### config.mk
export PLATFORM = sky130hd
export DESIGN_NAME = page_table_walker
export DESIGN_NICKNAME = d
export VERILOG_FILES = /design/src/hdl/ptw_pkg.sv /design/src/hdl/page_table_walker.sv /design/src/hdl/ptw_queue.sv /design/src/hdl/ptw_front.sv /design/src/hdl/ptw_back.sv
export SDC_FILE = /design/constraint.sdc
export NUM_CORES = 2
export LEC_CHECK = 0
export BUFFER_PORTS_ARGS = -buffer_cell sky130_fd_sc_hd__buf_2
export CORE_ASPECT_RATIO = 0.7
export CORE_MARGIN = 5
export CORE_UTILIZATION = 47
export DETAILED_ROUTE_END_ITERATION = 8
export GPL_TIMING_DRIVEN = 0
export PLACE_DENSITY = 0.62
export SLEW_MARGIN = 20
export SYNTH_ARGS = -nofsm -noshare
export SYNTH_HDL_FRONTEND = slang
export SYNTH_SLANG_ARGS = --single-unit
export TNS_END_PERCENT = 100
### constraint.sdc
create_clock -name clk -period 19.45 [get_ports clk]
set_clock_uncertainty 0.1 [all_clocks]
set_input_delay 2.9175 -clock clk [delete_from_list [all_inputs] [get_ports clk]]
set_output_delay 2.9175 -clock clk [all_outputs]
set_load 0.005 [all_outputs]
### src/hdl/ptw_pkg.sv
// Shared types and constants of the page table walker.
package ptw_pkg;

	typedef enum logic [0:0] {
		REQ_TRANSLATE = 1'b0,
		REQ_DATA      = 1'b1
	} req_kind_t;

	typedef enum logic [0:0] {
		OUT_READ = 1'b0,
		OUT_DONE = 1'b1
	} out_kind_t;

	typedef enum logic [1:0] {
		ST_OK       = 2'd0,
		ST_LIMIT    = 2'd1,
		ST_INVALID  = 2'd2,
		ST_NO_INDEX = 2'd3
	} status_t;

	localparam logic [1:0] DT_NONE   = 2'd0;
	localparam logic [1:0] DT_PAGE   = 2'd1;
	localparam logic [1:0] DT_TABLE4 = 2'd2;
	localparam logic [1:0] DT_TABLE8 = 2'd3;

	localparam logic [0:0] REG_TRANSLATION_CONTROL = 1'b0;
	localparam logic [0:0] REG_ROOT_POINTER        = 1'b1;

	localparam logic [14:0] LIMIT_MAX = 15'h7FFF;

	typedef struct packed {
		req_kind_t   kind;
		logic        fault;
		status_t     fault_status;
		logic [31:0] read_addr;
		logic        read_long;
		logic [31:0] orig_addr;
		logic [31:0] shifted;
		logic [31:0] offset_mask;
		logic [15:0] widths;
		logic [63:0] data;
	} cmd_t;

	typedef struct packed {
		out_kind_t   out_type;
		logic [31:0] read_addr;
		logic        read_long;
		logic [31:0] physical_addr;
		logic [13:0] attributes;
		status_t     status;
	} result_t;

endpackage

### src/hdl/page_table_walker.sv
// Page table walker top level: configuration registers, queues, front and back parts.
// A translate request enters the command queue with its root-level lookup already
// decoded; the back part takes one queued request per cycle while the result queue
// is not full, so a request accepted into an empty block passes the command queue
// and the result queue in turn before its result is on the result ports. Requests
// stream at one per cycle as long as results are popped. Each descriptor read
// request goes out on the result queue; the walk advances when the descriptor data
// is pushed back, so walk speed is set by the round trip through the descriptor
// memory outside. A new translate request abandons any walk in progress;
// descriptor data that arrives while no walk is active is dropped without a result.
module page_table_walker #(
	parameter int LEVELS      = 4,
	parameter int QUEUE_DEPTH = 4
) (
	input  logic        clk,
	input  logic        arst_n,
	input  logic        push,
	output logic        full,
	input  logic        req_type,
	input  logic [31:0] logical_addr,
	input  logic [63:0] read_data,
	output logic        empty,
	input  logic        pop,
	output logic        out_type,
	output logic [31:0] read_addr,
	output logic        read_long,
	output logic [31:0] physical_addr,
	output logic [13:0] attributes,
	output logic [1:0]  status,
	input  logic        cfg_we,
	input  logic [0:0]  cfg_index,
	input  logic [63:0] cfg_wdata
);
	import ptw_pkg::*;

	logic [31:0] tc_q;
	logic [63:0] root_q;
	cmd_t        front_cmd, back_cmd;
	logic        cmd_empty, cmd_pop;
	logic        res_full, res_push;
	result_t     back_res, out_res;

	always_ff @(posedge clk or negedge arst_n) begin
		if (!arst_n) begin
			tc_q   <= '0;
			root_q <= '0;
		end else if (cfg_we) begin
			unique case (cfg_index)
				REG_TRANSLATION_CONTROL: tc_q   <= cfg_wdata[31:0];
				REG_ROOT_POINTER:        root_q <= cfg_wdata;
				default: ;
			endcase
		end
	end

	ptw_front #(
		.LEVELS(LEVELS)
	) u_front (
		.req_type    (req_type),
		.logical_addr(logical_addr),
		.read_data   (read_data),
		.tc          (tc_q),
		.root        (root_q),
		.cmd         (front_cmd)
	);

	ptw_queue #(
		.item_t(cmd_t),
		.DEPTH (QUEUE_DEPTH)
	) u_cmd_queue (
		.clk   (clk),
		.arst_n(arst_n),
		.push  (push),
		.din   (front_cmd),
		.full  (full),
		.pop   (cmd_pop),
		.dout  (back_cmd),
		.empty (cmd_empty)
	);

	ptw_back u_back (
		.clk      (clk),
		.arst_n   (arst_n),
		.cmd      (back_cmd),
		.cmd_empty(cmd_empty),
		.cmd_pop  (cmd_pop),
		.res_full (res_full),
		.res_push (res_push),
		.res      (back_res)
	);

	ptw_queue #(
		.item_t(result_t),
		.DEPTH (QUEUE_DEPTH)
	) u_res_queue (
		.clk   (clk),
		.arst_n(arst_n),
		.push  (res_push),
		.din   (back_res),
		.full  (res_full),
		.pop   (pop),
		.dout  (out_res),
		.empty (empty)
	);

	assign out_type      = out_res.out_type;
	assign read_addr     = out_res.read_addr;
	assign read_long     = out_res.read_long;
	assign physical_addr = out_res.physical_addr;
	assign attributes    = out_res.attributes;
	assign status        = out_res.status;

endmodule

### src/hdl/ptw_queue.sv
// Small first-in first-out queue of requests.
module ptw_queue #(
	parameter type item_t = logic,
	parameter int  DEPTH  = 4
) (
	input  logic  clk,
	input  logic  arst_n,
	input  logic  push,
	input  item_t din,
	output logic  full,
	input  logic  pop,
	output item_t dout,
	output logic  empty
);
	localparam int PW = (DEPTH > 1) ? $clog2(DEPTH) : 1;
	localparam int CW = $clog2(DEPTH + 1);
	localparam logic [PW-1:0] LAST = PW'(DEPTH - 1);
	localparam logic [CW-1:0] FULL_COUNT = CW'(DEPTH);

	item_t mem_q [DEPTH];
	logic [PW-1:0] wr_ptr_q, rd_ptr_q;
	logic [CW-1:0] count_q;
	logic do_push, do_pop;

	assign full    = (count_q == FULL_COUNT);
	assign empty   = (count_q == '0);
	assign do_push = push && !full;
	assign do_pop  = pop && !empty;
	assign dout    = mem_q[rd_ptr_q];

	always_ff @(posedge clk) begin
		if (do_push) begin
			mem_q[wr_ptr_q] <= din;
		end
	end

	always_ff @(posedge clk or negedge arst_n) begin
		if (!arst_n) begin
			wr_ptr_q <= '0;
			rd_ptr_q <= '0;
			count_q  <= '0;
		end else begin
			if (do_push) begin
				wr_ptr_q <= (wr_ptr_q == LAST) ? '0 : wr_ptr_q + PW'(1);
			end
			if (do_pop) begin
				rd_ptr_q <= (rd_ptr_q == LAST) ? '0 : rd_ptr_q + PW'(1);
			end
			if (do_push && !do_pop) begin
				count_q <= count_q + CW'(1);
			end else if (do_pop && !do_push) begin
				count_q <= count_q - CW'(1);
			end
		end
	end

endmodule

### src/hdl/ptw_front.sv
// Front part: classifies requests and decodes the root level of a translation.
module ptw_front #(
	parameter int LEVELS = 4
) (
	input  logic              req_type,
	input  logic [31:0]       logical_addr,
	input  logic [63:0]       read_data,
	input  logic [31:0]       tc,
	input  logic [63:0]       root,
	output ptw_pkg::cmd_t     cmd
);
	import ptw_pkg::*;

	localparam int KEEP_SHIFT = 16 - 4 * (LEVELS - 1);
	localparam logic [15:0] WIDTH_KEEP = 16'(32'hFFFF << KEEP_SHIFT);

	logic [3:0]  init_shift, tia;
	logic [4:0]  consumed;
	logic [31:0] shifted0, idx32, root_addr;
	logic [14:0] idx, lo, hi, limit, idx_adj;
	logic [1:0]  dt;
	logic        long_desc;

	always_comb begin
		init_shift = tc[19:16];
		tia        = tc[15:12];
		consumed   = 5'({1'b0, init_shift}) + 5'({1'b0, tia});
		shifted0   = logical_addr << init_shift;
		idx32      = shifted0 >> (6'd32 - 6'({2'b0, tia}));
		idx        = idx32[14:0];
		limit      = root[62:48];
		dt         = root[33:32];
		root_addr  = {root[31:4], 4'b0};
		lo         = root[63] ? limit : '0;
		hi         = root[63] ? LIMIT_MAX : limit;
		idx_adj    = idx - lo;
		long_desc  = (dt == DT_TABLE8);

		cmd.kind         = req_kind_t'(req_type);
		cmd.fault        = 1'b0;
		cmd.fault_status = ST_OK;
		if (tia == 4'd0) begin
			cmd.fault        = 1'b1;
			cmd.fault_status = ST_NO_INDEX;
		end else if (idx < lo || idx > hi) begin
			cmd.fault        = 1'b1;
			cmd.fault_status = ST_LIMIT;
		end else if (dt == DT_NONE || dt == DT_PAGE) begin
			cmd.fault        = 1'b1;
			cmd.fault_status = ST_INVALID;
		end
		cmd.read_addr   = root_addr + (long_desc ? {14'b0, idx_adj, 3'b0}
			: {15'b0, idx_adj, 2'b0});
		cmd.read_long   = long_desc;
		cmd.orig_addr   = logical_addr;
		cmd.shifted     = logical_addr << consumed;
		cmd.offset_mask = 32'hFFFF_FFFF >> consumed;
		cmd.widths      = {tc[11:0], 4'b0} & WIDTH_KEEP;
		cmd.data        = read_data;
	end

endmodule

### src/hdl/ptw_back.sv
// Back part: holds the walk state and decodes one queued request per cycle while the result queue is not full.
module ptw_back (
	input  logic              clk,
	input  logic              arst_n,
	input  ptw_pkg::cmd_t     cmd,
	input  logic              cmd_empty,
	output logic              cmd_pop,
	input  logic              res_full,
	output logic              res_push,
	output ptw_pkg::result_t  res
);
	import ptw_pkg::*;

	logic        walking_q, long_q;
	logic [15:0] widths_q;
	logic [31:0] shifted_q, orig_q, mask_q;
	logic [13:0] attr_q;

	logic        walking_d, long_d;
	logic [15:0] widths_d;
	logic [31:0] shifted_d, orig_d, mask_d;
	logic [13:0] attr_d;

	logic [31:0] w0, w1, idx32, next_base;
	logic [1:0]  dt;
	logic [13:0] attr_page, attr_table;
	logic [3:0]  tia;
	logic [14:0] idx;
	logic        next_long;

	assign cmd_pop = !cmd_empty && !res_full;

	always_comb begin
		w0         = long_q ? cmd.data[63:32] : cmd.data[31:0];
		w1         = long_q ? cmd.data[31:0] : w0;
		dt         = w0[1:0];
		attr_page  = long_q ? w0[15:2] : {8'b0, w0[7:2]};
		attr_table = long_q ? w0[15:2] : {12'b0, w0[3:2]};
		tia        = widths_q[15:12];
		idx32      = shifted_q >> (6'd32 - 6'({2'b0, tia}));
		idx        = idx32[14:0];
		next_base  = {w1[31:2], 2'b0};
		next_long  = (dt == DT_TABLE8);

		walking_d = walking_q;
		long_d    = long_q;
		widths_d  = widths_q;
		shifted_d = shifted_q;
		orig_d    = orig_q;
		mask_d    = mask_q;
		attr_d    = attr_q;

		res_push          = 1'b0;
		res.out_type      = OUT_DONE;
		res.read_addr     = '0;
		res.read_long     = 1'b0;
		res.physical_addr = '0;
		res.attributes    = '0;
		res.status        = ST_OK;

		if (cmd_pop) begin
			if (cmd.kind == REQ_TRANSLATE) begin
				res_push = 1'b1;
				if (cmd.fault) begin
					walking_d  = 1'b0;
					res.status = cmd.fault_status;
				end else begin
					walking_d     = 1'b1;
					long_d        = cmd.read_long;
					widths_d      = cmd.widths;
					shifted_d     = cmd.shifted;
					orig_d        = cmd.orig_addr;
					mask_d        = cmd.offset_mask;
					attr_d        = '0;
					res.out_type  = OUT_READ;
					res.read_addr = cmd.read_addr;
					res.read_long = cmd.read_long;
				end
			end else if (walking_q) begin
				res_push = 1'b1;
				unique case (dt)
					DT_NONE: begin
						walking_d  = 1'b0;
						res.status = ST_INVALID;
					end
					DT_PAGE: begin
						walking_d         = 1'b0;
						attr_d            = attr_q | attr_page;
						res.physical_addr = {w1[31:8], 8'b0} | (orig_q & mask_q);
						res.attributes    = attr_d;
					end
					default: begin
						attr_d = attr_q | attr_table;
						if (tia == 4'd0) begin
							walking_d  = 1'b0;
							res.status = ST_NO_INDEX;
						end else begin
							shifted_d     = shifted_q << tia;
							mask_d        = mask_q >> tia;
							widths_d      = {widths_q[11:0], 4'b0};
							long_d        = next_long;
							res.out_type  = OUT_READ;
							res.read_long = next_long;
							res.read_addr = next_base + (next_long
								? {14'b0, idx, 3'b0} : {15'b0, idx, 2'b0});
						end
					end
				endcase
			end
		end
	end

	always_ff @(posedge clk or negedge arst_n) begin
		if (!arst_n) begin
			walking_q <= 1'b0;
			long_q    <= 1'b0;
			widths_q  <= '0;
			shifted_q <= '0;
			orig_q    <= '0;
			mask_q    <= '0;
			attr_q    <= '0;
		end else begin
			walking_q <= walking_d;
			long_q    <= long_d;
			widths_q  <= widths_d;
			shifted_q <= shifted_d;
			orig_q    <= orig_d;
			mask_q    <= mask_d;
			attr_q    <= attr_d;
		end
	end

	a_push_needs_pop: assert property (@(posedge clk) disable iff (!arst_n)
		res_push |-> cmd_pop)
		else $error("result pushed without a request taken");

	a_stray_dropped: assert property (@(posedge clk) disable iff (!arst_n)
		cmd_pop && cmd.kind == REQ_DATA && !walking_q |-> !res_push)
		else $error("descriptor data outside a walk produced a result");

	a_done_stops: assert property (@(posedge clk) disable iff (!arst_n)
		res_push && res.out_type == OUT_DONE |=> !walking_q)
		else $error("walk still active after a finished translation");

	a_rise_on_translate: assert property (@(posedge clk) disable iff (!arst_n)
		$rose(walking_q) |-> $past(cmd_pop && cmd.kind == REQ_TRANSLATE))
		else $error("walk started without a translate request");

endmodule
Word level (Yosys, flattened, before mapping)
Memory sizes are Yosys's and may differ from the RTL's.
Cells that the tools add are included.
{"block": "word_totals", "output_inout_bits": 84, "regBits": 226, "n_memories": 2, "input_bits": 167, "ramBits": 1164, "wordCells": 162}
{"block": "classes", "shifts": 7, "bitwise": 7, "n_reduce_logical": 33, "add_sub_neg": 14, "n_lt_le_gt_ge": 2, "n_eq_ne": 15, "mux": 67}
{"memory": "u_cmd_queue.mem_q", "depth": 4, "word_bits": 209, "rd": 1, "rd_clocked_by_memory_dff": 0, "write_ports": 1, "line_no": "ptw_queue.sv:20", "source": "item_t mem_q [DEPTH];"}
{"memory": "u_res_queue.mem_q", "depth": 4, "word_bits": 82, "rd": 1, "rd_clocked_by_memory_dff": 0, "write_ports": 1, "line_no": "ptw_queue.sv:20"}
{"operator": "32-bit two-way mux", "n": 12}
{"operator": "82-bit two-way mux", "n": 2}
{"operator": "34-bit two-way mux", "n": 4}
{"operator": "46-bit two-way mux", "n": 2}
{"operator": "16-bit two-way mux", "n": 5}
{"operator": "14-bit two-way mux", "n": 5}
{"operator": "32-bit adder", "n": 2}
{"operator": "32-bit by 4-bit << shifter with 32-bit output", "n": 2}
{"operator": "32-bit by 6-bit right shift with 15-bit output", "n": 2}
{"operator": "18-bit two-way mux", "n": 2}
{"operator": "32-bit bitwise AND", "n": 1}
{"operator": "32-bit bitwise OR", "n": 1}
{"operator": "32-bit by 5-bit << shifter with 32-bit output", "n": 1}
{"operator": "32-bit by 4-bit right shift with 32-bit output", "n": 1}
{"operator": "32-bit by 5-bit right shift with 32-bit output, first input constant", "n": 1}
{"operator": "15-bit two-way mux", "n": 2}
{"operator": "14-bit bitwise OR", "n": 2}
{"operator": "14-bit case mux with 2 select lines", "n": 1}
{"operator": "3-bit two-way mux", "n": 7}
{"operator": "1-bit two-way mux", "n": 17}
{"operator": "15-bit > comparator", "n": 1}
{"operator": "15-bit less-than comparator", "n": 1}
{"operator": "15-bit subtractor", "n": 1}
{"operator": "2-bit two-way mux", "n": 7}
{"operator": "other kinds (24)", "n": 63}

Longest topological paths before layout
An unclocked memory read counts as a cell.
{"block": "depth", "depth_word": 10, "depth_mapped": 31, "depth_no_buf": 27}

Cells and area by module
Synthesis repeated with hierarchy kept, for this count alone.
{"block": "unflattened", "hier_cells": 4346, "area_unflattened_um2": 66120.9}
{"module": "ptw_queue (u_cmd_queue)", "instances": 1, "area_per_inst_um2": 31157.4, "cells_per_inst": 1150, "seq_area_each_um2": 25759.7}
{"module": "ptw_queue (u_res_queue)", "instances": 1, "area_per_inst_um2": 12269.3, "cells_per_inst": 465, "seq_area_each_um2": 10024.6}
{"module": "ptw_back", "instances": 1, "area_per_inst_um2": 11382.2, "cells_per_inst": 1456, "seq_area_each_um2": 3203.1}
{"module": "ptw_front", "instances": 1, "area_per_inst_um2": 7664.9, "cells_per_inst": 1071, "seq_area_each_um2": 0.0}
{"module": "page_table_walker", "instances": 1, "area_per_inst_um2": 3647.2, "cells_per_inst": 204, "seq_area_each_um2": 2402.3}

Worst setup path before layout
Ideal clock, no wire load.
{"block": "synth_timing", "kind": "input port to flip-flop", "from": "input push", "to": "memory u_cmd_queue.mem_q[0][0] (netlist name) (enable)", "setup_ps": 574, "required_time_ps": 18776, "arrival_time_ps": 7622, "path_slack_ps": 11154, "cell_stages": 3, "n_path_buf": 1, "cell_sequence": "nor2b_1 clkbuf_1 and2_1"}
{"block": "synth_via", "elab_chain_len": 3}
{"element": "start: declaration", "line_no": "page_table_walker.sv:17", "source": "input logic push,"}
{"element": "1-bit logical AND", "line_no": "ptw_queue.sv:27", "source": "assign do_push = push && !full;"}
{"element": "named net u_cmd_queue.do_push", "line_no": "ptw_queue.sv:23", "source": "logic do_push, do_pop;"}
{"element": "1-bit two-way mux", "line_no": "ptw_queue.sv:32", "source": "if (do_push) begin"}
{"element": "1-bit two-way mux (implied by the code)", "line_no": "ptw_queue.sv:33", "source": "mem_q[wr_ptr_q] <= din;"}
{"element": "end: declaration", "line_no": "ptw_queue.sv:20"}
The timed path passes the listed nets, and every way through them passes these cells.

==> qor.yml <==
start_kind: "input pin"
setup-violations-final: 0
irDropWorstVdd_v: 0.0000938
die_h_um: 308
worstPathMaxFanout: 11
drive_above_1_share_pct: 21.9
worstSetupStartpoint: "logical_addr[25]"
die_area_um2: 135000
wl_per_cell_um: 30.1
tritoncts: "done"
grt_max_degree: 79
root_buffer: "clkbuf_16"
syn_to_final_growth_pct: 13.0
num_vias: 38100
syn_avg_cell_area_um2: 14.9
maxSlewViolCount: 0
cp_data_arrival_time_ns: 9.69
clkTransAtPathRegs_ns: 0.06
drtIter0Drc: 4763
ios: 251
fin_area_um2: 67500
antenna_found_initial: 16
placed_cell_area_um2: 63600
place_congestion: 1.02
synthAdderAreaFrac_pct: 1.85
p_leak_uw: 0.0240
r2r_slack_ns: 10.59
netlist_instances: 4011
min_period_over_period_pct: 48.1
ctsResizeCount: 0
syn-cell-area_um2: 59800
synth_compound_area_share_pct: 7.19
cts_buffers: 120
fin_cells: 6152
grt_pass1_vias: 37300
relSlewSlack_pct: 21.3
cts_hold_buf: 0
status: "completed"
synth-edff-count: 1080
ant_nets: 0
synth_top_family_by_area: "multiplexers"
synth_xor_area_share_pct: 1.08
yosysWarnings: 0
drc: 0
hold_viol_final: 0
track_usage_pct: 27.3
ff2ff_path_depth: 30
synthArstFlopShare_pct: 15.9
rsz0062_at_grt: "false"
fill_cells: 10500
ff_latch_area_um2: 37500
critPathCaptureType: "flop"
cts_setup_buffers: 0
dpl.hpwl_mm: 136
max_slew.worst_pin.slew_ns: 1.18
critical_path_class: "input pin to flop"
maxCapViolCount: 0
multiInputGateArea_um2: 21000
synth.area.mux_share_pct: 17.9
final_nets: 4628
die_x_um: 436
cts.path.max_buffers: 3
crit_required_ns: 19.80
overflow: 0
core_um2: 126000
crit_end: "u_cmd_queue.mem_q[0][193]$_DFFE_PP_"
cts_sinks: 1284
routed_wl_mm: 185
reg2reg_to: "u_cmd_queue.mem_q[0][193]$_DFFE_PP_"
power_density_nw_per_um2: 193
avgViaCountPerCell: 6.19
synth_cell_types: 85
timing.rr.start: "tc_q[12]$_DFFE_PN0P_"
std_cell_rows: 109
ys_ff_latch: 1284
dp.cells: 5919
ys.flop_type: "edfxtp_1"
hold_class: "flop to flop"
h-tree-depth: 3
max_freq_mhz: 107
seq_area_frac_synth_pct: 62.8
floorplan.initialDensity_pct: 47.3
synthSimpleGateAreaFrac_pct: 6.97
worst_skew_pair.late_latency_ns: 0.76
final.min_clock_period_ns: 9.35
first_pass_iters: 8
finalSetupTns_ns: 0
io_buffers: 218
grt_first_pass_wirelength_mm: 267
-- report_power, final --
group	internal [uW]	leakage [uW]	switching [uW]	total, uW
Sequential	4060	0.0125	393	4450
Combinational	2240	0.00964	4020	6260
Clock	1280	0.00189	1050	2330
-- cells by family (layout without fill, tap and decap cells) --
family | after synthesis | count (layout)
AOI/OAI and AO/OA | 685 | 685
xor gates and xnor gates | 74 | 74
adders and majority gates | 85 | 85
buffers and inverters | 305 | 776
DFF | 1284 | 1284
muxes | 608 | 608
other | 1 | 6
and+or+nand+nor | 969 | 969
-- per-stage QoR --
stage	setup WS, ns	total power [uW]	utilization [%]	hold slack, ns
after CTS	10.23	13000	53.5	0.376
after detailed placement	9.46	10600	50.4	0.361
after global placement	7.22	10700	49.9	0.353
after floorplan	11.15	8300	-	0.339
after global routing	9.77	13700	53.5	0.392
final	10.10	13000	53.5	0.371
-- sequential cells by signal, indices dropped and copies added, names as in the netlist --
signal                count
root_q                   46
tc_q                     20
u_back.attr_q            14
u_back.long_q             1
u_back.mask_q            32
u_back.orig_q            32
u_back.shifted_q         32
u_back.walking_q          1
u_back.widths_q          12
u_cmd_queue.count_q       3
u_cmd_queue.mem_q       760
u_cmd_queue.rd_ptr_q      2
u_cmd_queue.wr_ptr_q      2
u_res_queue.count_q       3
u_res_queue.mem_q       320
u_res_queue.rd_ptr_q      2
u_res_queue.wr_ptr_q      2
-- how the worst min path moves through the flow --
stage,from,endpoint,slack (ns),cells after the start
after global routing,u_back.orig_q[26]$_DFFE_PN0P_,u_back.orig_q[26]$_DFFE_PN0P_,0.39,2
after floorplan,u_back.widths_q[4]$_DFFE_PN0P_,u_back.widths_q[4]$_DFFE_PN0P_,0.34,2
final,u_back.widths_q[6]$_DFFE_PN0P_,u_back.widths_q[6]$_DFFE_PN0P_,0.37,2
after CTS,u_back.widths_q[6]$_DFFE_PN0P_,u_back.widths_q[6]$_DFFE_PN0P_,0.38,2
after global placement,u_back.widths_q[4]$_DFFE_PN0P_,u_back.widths_q[4]$_DFFE_PN0P_,0.35,2
after detailed placement,u_back.widths_q[6]$_DFFE_PN0P_,u_back.widths_q[6]$_DFFE_PN0P_,0.36,2
-- Yosys cell counts (all sizes together), types with 11 or more instances --
cell type  number  share of area, %
edfxtp       1080                54
nand2         465               2.9
mux4          360                14
nor2          260               1.6
a21oi         216               1.8
dfrtp         204               8.5
o21ai         162               1.4
clkbuf        157              0.99
mux2i         144               2.4
buf           105              0.92
mux2          104               2.0
ha             79               1.7
a211oi         68              0.86
nand3          55              0.46
inv            40              0.25
xnor2          38              0.56
xor2           36              0.53
nor2b          35              0.37
nor3           34              0.30
and2           31              0.32
a31oi          30              0.31
nand2b         27              0.28
o211ai         26              0.33
a21o           24              0.30
a22oi          23              0.29
and3           19              0.20
o31ai          16              0.20
o22ai          11              0.12
-- final cells by class --
type	instances	area share [%]
multi-input cells	2423	31.1
well taps	1665	3.08
plain buffers	262	1.70
repair buffers	242	2.53
diodes	4	0.0148
flip-flops and latches	1284	55.6
clock inverters	68	0.908
inverters	43	0.239
clock buffers	161	4.87
-- worst max-delay path, stage by stage --
cell and delay, ns:
buf_2 0.30, mux4_2 0.36, mux2i_1 0.11, mux4_2 0.57, nor2_1 0.12, a31oi_1 0.10, mux2i_1 0.30, o21ai_0 0.13
o31a_1 0.32, ha_1 0.23, fa_1 0.45, nand2b_1 0.15, a21boi_0 0.21, o21ai_0 0.14, a21oi_1 0.22, a41oi_1 0.19
nor2b_1 0.18, xnor2_1 0.15, mux2_2 0.28, ha_1 0.35, and2_1 0.18, a22oi_1 0.21, a31oi_1 0.17, a21boi_1 0.65
nor2_1 0.12, xor2_1 0.55
-- metal layers --
layer  vias up  part of all wire (%)  global-route usage [%]
met4         6                   2.9                    6.99
li1      16400                     -                       -
met3       301                    12                    8.83
met5         -                 0.024                       0
met2      1896                    41                    37.9
met1     19500                    44                    41.6
-- cell usage in the layout, fill, tap and decap left out, types with 122 or more instances in the layout --
| master | instances |
|---|---|
| a21oi_1 | 215 |
| o21ai_0 | 135 |
| buf_2 | 269 |
| dfrtp_1 | 204 |
| nor2_1 | 258 |
| clkbuf_16 | 122 |
| clkbuf_1 | 185 |
| mux2i_1 | 144 |
| edfxtp_1 | 1080 |
| mux4_2 | 359 |
| nand2_1 | 465 |
No activity file was read; power rests on OpenSTA's default activity.
